**config.mk**
```make
export PLATFORM = sky130hd
export DESIGN_NAME = sdtq_chain
export DESIGN_NICKNAME = d
export VERILOG_FILES = /design/src/rtl/sdtq_pkg.sv /design/src/rtl/sdtq_cell.sv /design/src/rtl/sdtq_chain.sv
export SDC_FILE = /design/constraint.sdc
export NUM_CORES = 2
export LEC_CHECK = 0
export BUFFER_PORTS_ARGS = -buffer_cell sky130_fd_sc_hd__buf_2
export CORE_UTILIZATION = 45
export DETAILED_ROUTE_END_ITERATION = 16
export HOLD_SLACK_MARGIN = 0.15
export SLEW_MARGIN = 20
export SYNTH_ARGS = -nofsm -noshare
export SYNTH_HDL_FRONTEND = slang
export SYNTH_SLANG_ARGS = --single-unit
```
**constraint.sdc**
```tcl
create_clock -name aclk -period 19 [get_ports aclk]
set_input_delay 0.95 -clock aclk [delete_from_list [all_inputs] [get_ports aclk]]
set_output_delay 0.95 -clock aclk [all_outputs]
set_load 0.01 [all_outputs]
```
**src/rtl/sdtq_pkg.sv**
```systemverilog
// Shared types and constants of the sorted deadline timer queue.
`default_nettype none

package sdtq_pkg;

    localparam int DEF_QUEUE_DEPTH = 16;
    localparam int DEF_TAG_BITS    = 8;

    localparam int DEADLINE_W  = 64;
    localparam int RATE_W      = 32;
    localparam int DELAY_W     = 16;
    localparam int TAG_W       = 8;
    localparam int PENDING_W   = 5;
    localparam int PRODUCT_W   = RATE_W + DELAY_W;

    localparam logic [RATE_W-1:0] TICK_RATE_RESET = 32'd62500000;

    // operation codes
    localparam logic OP_ADD  = 1'b0;
    localparam logic OP_TICK = 1'b1;

    typedef struct packed {
        logic               operation;
        logic [DELAY_W-1:0] delay_seconds;
        logic [TAG_W-1:0]   event_tag;
    } in_item_t;

    typedef struct packed {
        logic                  add_accepted;
        logic                  queue_full_error;
        logic                  fired;
        logic [TAG_W-1:0]      fired_tag;
        logic [PENDING_W-1:0]  pending_count;
        logic                  timer_armed;
        logic [DEADLINE_W-1:0] head_deadline;
    } out_item_t;

    // command broadcast to every cell of the chain
    typedef struct packed {
        logic ins;
        logic pop;
    } chain_ctrl_t;

endpackage

`default_nettype wire

```
**src/rtl/sdtq_cell.sv**
```systemverilog
// One slot of the sorted chain: holds an entry, shifts right on insert, left on pop.
`default_nettype none

module sdtq_cell
    import sdtq_pkg::*;
#(
    parameter int TAG_BITS = DEF_TAG_BITS
) (
    input  wire                   aclk,
    input  wire                   aresetn,
    input  chain_ctrl_t           ctrl,
    input  wire  [DEADLINE_W-1:0] new_deadline,
    input  wire  [TAG_BITS-1:0]   new_tag,
    input  wire  [DEADLINE_W-1:0] prev_deadline,
    input  wire  [TAG_BITS-1:0]   prev_tag,
    input  wire                   prev_valid,
    input  wire                   prev_after,
    input  wire  [DEADLINE_W-1:0] next_deadline,
    input  wire  [TAG_BITS-1:0]   next_tag,
    input  wire                   next_valid,
    output logic [DEADLINE_W-1:0] deadline,
    output logic [TAG_BITS-1:0]   tag,
    output logic                  valid,
    output logic                  after
);

    logic [DEADLINE_W-1:0] deadline_reg, deadline_next;
    logic [TAG_BITS-1:0]   tag_reg, tag_next;
    logic                  valid_reg, valid_next;

    // insert point is at or before this slot: empty, or strictly later deadline
    assign after = !valid_reg || (deadline_reg > new_deadline);

    always_comb begin
        deadline_next = deadline_reg;
        tag_next      = tag_reg;
        valid_next    = valid_reg;
        if (ctrl.ins) begin
            valid_next = valid_reg | prev_valid;
            if (after) begin
                if (prev_after) begin
                    deadline_next = prev_deadline;
                    tag_next      = prev_tag;
                end else begin
                    deadline_next = new_deadline;
                    tag_next      = new_tag;
                end
            end
        end else if (ctrl.pop) begin
            deadline_next = next_deadline;
            tag_next      = next_tag;
            valid_next    = next_valid;
        end
    end

    always_ff @(posedge aclk) begin
        if (!aresetn) begin
            valid_reg <= 1'b0;
        end else begin
            valid_reg <= valid_next;
        end
    end

    always_ff @(posedge aclk) begin
        deadline_reg <= deadline_next;
        tag_reg      <= tag_next;
    end

    assign deadline = deadline_reg;
    assign tag      = tag_reg;
    assign valid    = valid_reg;

endmodule

`default_nettype wire

```
**src/rtl/sdtq_chain.sv**
```systemverilog
// Row of queue cells kept sorted by deadline; slot 0 is the head.
`default_nettype none

module sdtq_chain
    import sdtq_pkg::*;
#(
    parameter int QUEUE_DEPTH = DEF_QUEUE_DEPTH,
    parameter int TAG_BITS    = DEF_TAG_BITS
) (
    input  wire                   aclk,
    input  wire                   aresetn,
    input  chain_ctrl_t           ctrl,
    input  wire  [DEADLINE_W-1:0] new_deadline,
    input  wire  [TAG_BITS-1:0]   new_tag,
    output logic [DEADLINE_W-1:0] head_deadline,
    output logic [TAG_BITS-1:0]   head_tag,
    output logic                  head_valid
);

    logic [DEADLINE_W-1:0] dl     [QUEUE_DEPTH];
    logic [TAG_BITS-1:0]   tg     [QUEUE_DEPTH];
    logic                  vl     [QUEUE_DEPTH];
    logic                  af     [QUEUE_DEPTH];
    logic [DEADLINE_W-1:0] prv_dl [QUEUE_DEPTH];
    logic [TAG_BITS-1:0]   prv_tg [QUEUE_DEPTH];
    logic                  prv_vl [QUEUE_DEPTH];
    logic                  prv_af [QUEUE_DEPTH];
    logic [DEADLINE_W-1:0] nxt_dl [QUEUE_DEPTH];
    logic [TAG_BITS-1:0]   nxt_tg [QUEUE_DEPTH];
    logic                  nxt_vl [QUEUE_DEPTH];

    for (genvar i = 0; i < QUEUE_DEPTH; i++) begin : g_cell
        if (i == 0) begin : g_first
            // head always becomes valid on insert and takes the new entry if it moves
            assign prv_dl[i] = new_deadline;
            assign prv_tg[i] = new_tag;
            assign prv_vl[i] = 1'b1;
            assign prv_af[i] = 1'b0;
        end else begin : g_mid
            assign prv_dl[i] = dl[i-1];
            assign prv_tg[i] = tg[i-1];
            assign prv_vl[i] = vl[i-1];
            assign prv_af[i] = af[i-1];
        end

        if (i == QUEUE_DEPTH - 1) begin : g_last
            assign nxt_dl[i] = '0;
            assign nxt_tg[i] = '0;
            assign nxt_vl[i] = 1'b0;
        end else begin : g_body
            assign nxt_dl[i] = dl[i+1];
            assign nxt_tg[i] = tg[i+1];
            assign nxt_vl[i] = vl[i+1];
        end

        sdtq_cell #(
            .TAG_BITS(TAG_BITS)
        ) u_cell (
            .aclk         (aclk),
            .aresetn      (aresetn),
            .ctrl         (ctrl),
            .new_deadline (new_deadline),
            .new_tag      (new_tag),
            .prev_deadline(prv_dl[i]),
            .prev_tag     (prv_tg[i]),
            .prev_valid   (prv_vl[i]),
            .prev_after   (prv_af[i]),
            .next_deadline(nxt_dl[i]),
            .next_tag     (nxt_tg[i]),
            .next_valid   (nxt_vl[i]),
            .deadline     (dl[i]),
            .tag          (tg[i]),
            .valid        (vl[i]),
            .after        (af[i])
        );
    end

    assign head_deadline = dl[0];
    assign head_tag      = tg[0];
    assign head_valid    = vl[0];

endmodule

`default_nettype wire

```
After elaboration in Yosys (flattened, before gate mapping)
Cells that the tools add are included.

Word-level logic and storage cells: 302. Register bits after elaboration: 1168. Output and inout bits: 73. Input port bits: 76.

Bitwise gates (word level): 15. $lt $le $gt $ge: 16. Eq/ne operators: 16. Reductions and logical operators: 49. Mux-type cells: 158.

Operator list (number): $mux W64 (63); $gt A64 B64 Y1 (16); $mux W8 (63); $mux W1 (32); $ne A2 B1 Y1 const B (16); $reduce_and A2 Y1 (16); $logic_not A1 Y1 (16); $logic_or A1 B1 Y1 (16); $or A1 B1 Y1 (15); $reduce_bool A2 Y1 (1).

Longest topological paths before layout
Depth in word-level cells: 5. Mapped depth: 11.

By module
A second synthesis with hierarchy kept.

Cell total of the unflattened synthesis: 8850. Area total of the unflattened synthesis: 84848.9 um2.

Modules (own cells, without submodules): sdtq_cell (times used 16, cells an instance 553, seq. area each 2182.1 um2, area an instance 5302.6 um2); sdtq_chain (times used 1, cells an instance 2, seq. area each 0.0 um2, area an instance 7.5 um2).

Worst setup path after synthesis
No wires, ideal clock.

Path kind: input to register. Start: in new_deadline[61]. End: reg g_cell[13].u_cell.deadline_reg[0] (enable). Setup slack: 10.016 ns. Data arrival time: 8.382 ns. Cell stages on the path: 11. Cells stage by stage: inv_1 ha_1 nand4_2 nor4_2 nand2_1 or4_1 a41o_1 a21o_1 buf_2 buf_6 o21ai_0.

Word-level cells in the longest chain between the ends: 4.

Ends and longest elaborated chain: start, declared (line sdtq_chain.sv:13) `input wire [DEADLINE_W-1:0] new_deadline,`; $gt A64 B64 Y1 (line sdtq_cell.sv:32) `assign after = !valid_reg || (deadline_reg > new_deadline);`; $logic_or A1 B1 Y1 (line sdtq_cell.sv:32); $ne A2 B1 Y1 (no source line); $reduce_and A2 Y1 (no source line); end signal, assigned (line sdtq_cell.sv:65) `deadline_reg <= deadline_next;`; end, declared (line sdtq_cell.sv:27) `logic [DEADLINE_W-1:0] deadline_reg, deadline_next;`.

No other way between the ends. A chain may end at the register's enable or synchronous reset.

Final worst setup path
Start: in new_deadline[47]. End: reg g_cell[15].u_cell.tag_reg[3] (enable).

Word-level cells in the longest chain between the ends: 4.

Ends and longest elaborated chain: $gt A64 B64 Y1 (line sdtq_cell.sv:32); $logic_or A1 B1 Y1 (line sdtq_cell.sv:32); $ne A2 B1 Y1 (no source line); $reduce_and A2 Y1 (no source line); end signal, assigned (line sdtq_cell.sv:66) `tag_reg <= tag_next;`; end, declared (line sdtq_cell.sv:28) `logic [TAG_BITS-1:0] tag_reg, tag_next;`.

No other way between the ends.

==> out/summary.md <==
Run status
* finished, final reports clean — run status

Critical path
* g_cell[15].u_cell.deadline[45] — RR Startpoint
* 41 — peak fanout along the critical path
* primary input to flop — WS Path Type
* 10 — r2r worst-path depth
* g_cell[15].u_cell.tag[3] — capturing point of the worst reg2reg path
* primary input — startpoint type of the worst setup path
* 7.33 ns — CP Data Arrival Time
* 19.43 ns — worst path required time
* 12.52 ns — minimum setup slack among reg-to-reg paths
* flop — sort of element at the end of the critical path

STA
* 1.26 ns — actual slew at the worst max-slew pin
* 16.1% — normalized max-slew margin
* 0 — number of max-slew violations in the final report
* 0 ns — setup tns final
* 6.90 ns — clock period minus final worst setup slack
* 0 — Final Hold Viols
* 36.3% — portion of the clock cycle consumed by the worst path in the final layout
* 0 — Final Setup Violations
* 0.0380 ns — clock tree skew after final layout
* 145 MHz — f_max
* no — setup repair after global routing missed its margin

Global routing
* 66800 — via count of the first global-routing pass
* 483000 microns — global-route wire length before repair
* 15 — initial antenna violation count
* 217 — maximum number of pins on one net before global-route repair
* 37.2% — total routing usage reported by global routing
* 0 — Congestion Overflow GR

Floorplanning
* 174000 sq um — Floorplan Core Area
* 177000 sq um — DIE AREA
* 153 — standard-cell row count
* 149 — I/O Pins
* 45.4% — Starting Density
* 421 microns — Die Height
* 421 microns — DIE WIDTH

Cells and area
* 1024 — max reg flops
* 16100 — Fill cells
* 8.12% — ratio of cells with drive above 1 in the final layout
* 8793 — post-layout net count
* sky130_fd_sc_hd__edfxtp_1 — most common library cell in the layout ignoring fill and taps
* sky130_fd_sc_hd__edfxtp_1 (1152), sky130_fd_sc_hd__nor2_1 (1058), sky130_fd_sc_hd__ha_1 (1024) — most frequent cells in the layout
* 49.5% — post-layout util
* 9.14% — synthesis-to-finish area growth

Place
* 148 — port bufs
* 1.03 — final weighted congestion in routability-driven placement
* 230000 microns — Final HPWL DP

CTS
* built — TritonCTS clock tree
* 4 — depth of the CTS H-tree
* 146 — number of buffers created by CTS
* 0 — post-CTS setup-driven buffer insertion count
* 3 — maximum buffer depth of the clock tree
* 0 — CTS Hold Buffers Added
* 0.06 ns — clk slew on worst S/H paths
* 0 — # resized after CTS
* 0.83 ns — clk_lat worst skew
* sky130_fd_sc_hd__clkbuf_16 — cell at the root of the clock tree
* 1168 — clock net sink count

Worst hold path
* 2 — worst hold path stage count
* new_tag[1] — launch point of the worst hold path
* primary input to flop — hold crit path type
* g_cell[15].u_cell.tag[1] — capture endpoint of the worst hold path

Drt
* 0 — DRC violations left
* 9 — number of optimization iterations in the first detailed-route pass
* 69800 — routed via count
* 33.7 microns — Routed WL per cell
* 0 — number of nets with antenna violations after routing
* 9780 — First DRT Iteration DRCs
* 342000 microns — wire length after detailed routing
* 6.88 — per-cell via count in the routed design

Power and ir drop
* 36.5 nW — static power due to leakage
* 0.120 mV — worst-case vdd ir drop
* 103 nW/um^2 — total power per unit cell area

Logic synthesis
* 43.7% — top cell type's share of synthesized area
* 1152 — EDFF count, synth
* 0% — fraction of registers with async set/reset
* 8895 — Mapped Nets
* 64 — synth unique cells
* 79100 sq um — synthesized area
* 1168 — number of flip-flops and latches in the synthesized netlist
* 0 — Yosys warnings
* sky130_fd_sc_hd__edfxtp_1 (44%), sky130_fd_sc_hd__ha_1 (16%), sky130_fd_sc_hd__a221oi_1 (9.6%), sky130_fd_sc_hd__nor2_1 (5.1%), sky130_fd_sc_hd__inv_1 (4.6%) — dominant cells by area after synthesis
* sky130_fd_sc_hd__edfxtp_1 — top flip-flop cell by instance count after synthesis
* 7795 — post-synthesis cell count
* 10.1 sq um — per-instance average area after synthesis
* sky130_fd_sc_hd__edfxtp_1 — area leader, netlist
* 44.1% — share of synthesized area occupied by flip-flops and latches

Job
* 0 — total of max-cap violations

==> metrics by stage <==
stage / cells / total power (W) / setup slack (ns) / cell area (sq um) / hold slack [ns]
floorplan: 7795 / 0.00510 / 10.02 / 79100 / 0.473
global placement: 9868 / 0.00595 / 11.70 / 81600 / 0.514
detailed placement: 9870 / 0.00601 / 11.65 / 81600 / 0.521
CTS: 10100 / 0.00880 / 12.48 / 86300 / 0.409
global route: 10100 / 0.00918 / 12.22 / 86300 / 0.448
finish: 10100 / 0.00889 / 12.10 / 86300 / 0.445
==> Yosys cell counts (all sizes together), types with 6 or more instances <==
| cell | instances |
|---|---|
| a2111oi | 12 |
| a211oi | 26 |
| a21boi | 21 |
| a21o | 196 |
| a21oi | 407 |
| a221oi | 898 |
| a22o | 72 |
| a22oi | 6 |
| a41o | 7 |
| and2 | 11 |
| and4 | 20 |
| buf | 176 |
| clkbuf | 361 |
| dfxtp | 16 |
| edfxtp | 1152 |
| ha | 1024 |
| inv | 967 |
| nand2 | 329 |
| nand2b | 7 |
| nand3 | 250 |
| nand4 | 230 |
| nor2 | 1071 |
| nor2b | 34 |
| nor3 | 41 |
| nor4 | 30 |
| o2111ai | 7 |
| o211ai | 29 |
| o21a | 41 |
| o21ai | 97 |
| o21bai | 8 |
| o221a | 7 |
| o221ai | 145 |
| o31a | 8 |
| o31ai | 19 |
| or3b | 12 |
| or4 | 14 |
==> how the worst max path moves through the flow <==
stage / start / to / slack (ns) / cells after the start
2_1_floorplan: new_deadline[61] / g_cell[13].u_cell.deadline[0] / 10.02 / 11
3_3_place_gp: new_deadline[45] / g_cell[15].u_cell.deadline[11] / 11.70 / 12
3_5_place_dp: new_deadline[47] / g_cell[15].u_cell.tag[0] / 11.65 / 12
4_1_cts: new_deadline[47] / g_cell[15].u_cell.tag[3] / 12.48 / 12
5_1_grt: new_deadline[45] / g_cell[15].u_cell.tag[3] / 12.22 / 12
6_report: new_deadline[47] / g_cell[15].u_cell.tag[3] / 12.10 / 12
==> worst max-delay path: stages <==
cell                      delay, ns
sky130_fd_sc_hd__buf_2         0.12
sky130_fd_sc_hd__inv_1         0.62
sky130_fd_sc_hd__ha_1          0.30
sky130_fd_sc_hd__nand4_1       0.26
sky130_fd_sc_hd__nor3_1        1.00
sky130_fd_sc_hd__nand4_1       0.53
sky130_fd_sc_hd__or4_1         0.84
sky130_fd_sc_hd__a31oi_1       0.46
sky130_fd_sc_hd__nor4b_1       0.22
sky130_fd_sc_hd__a31oi_4       0.51
sky130_fd_sc_hd__buf_4         0.59
sky130_fd_sc_hd__buf_4         0.86
==> final cells by class <==
class,instances,area [sq um],area share (%)
inverters,967,3640,4.21
flip-flops and latches,1168,34900,40.4
clock buffers,171,3810,4.41
well taps,2325,2910,3.37
clock inverters,91,853,0.989
diodes,8,20.0,0.0232
multi-input cells,5123,38300,44.4
repair buffers,287,1830,2.12
==> power breakdown <==
part	leakage, nW	internal (W)	total, W	switching [W]
combinational	22.9	0.000749	0.00226	0.00152
sequential	11.4	0.00339	0.00380	0.000412
clock	2.29	0.00158	0.00282	0.00124
==> kinds of logic after synthesis <==
group / share of synthesized area [%]
AO/OA/AOI/OAI: 20.0
adder cells (fa/ha/maj): 16.2
buffers and inverters: 8.02
AND/OR/NAND/NOR: 11.6
multiplexers: 0.0127
flip-flops: 44.1
==> metal layers <==
metal	wire length (microns)	global-route usage, %
met5	48	0
met4	26800	24.9
met3	38600	7.98
met2	146000	55.7
met1	130000	48.5
(Power assumes the default switching activity.)
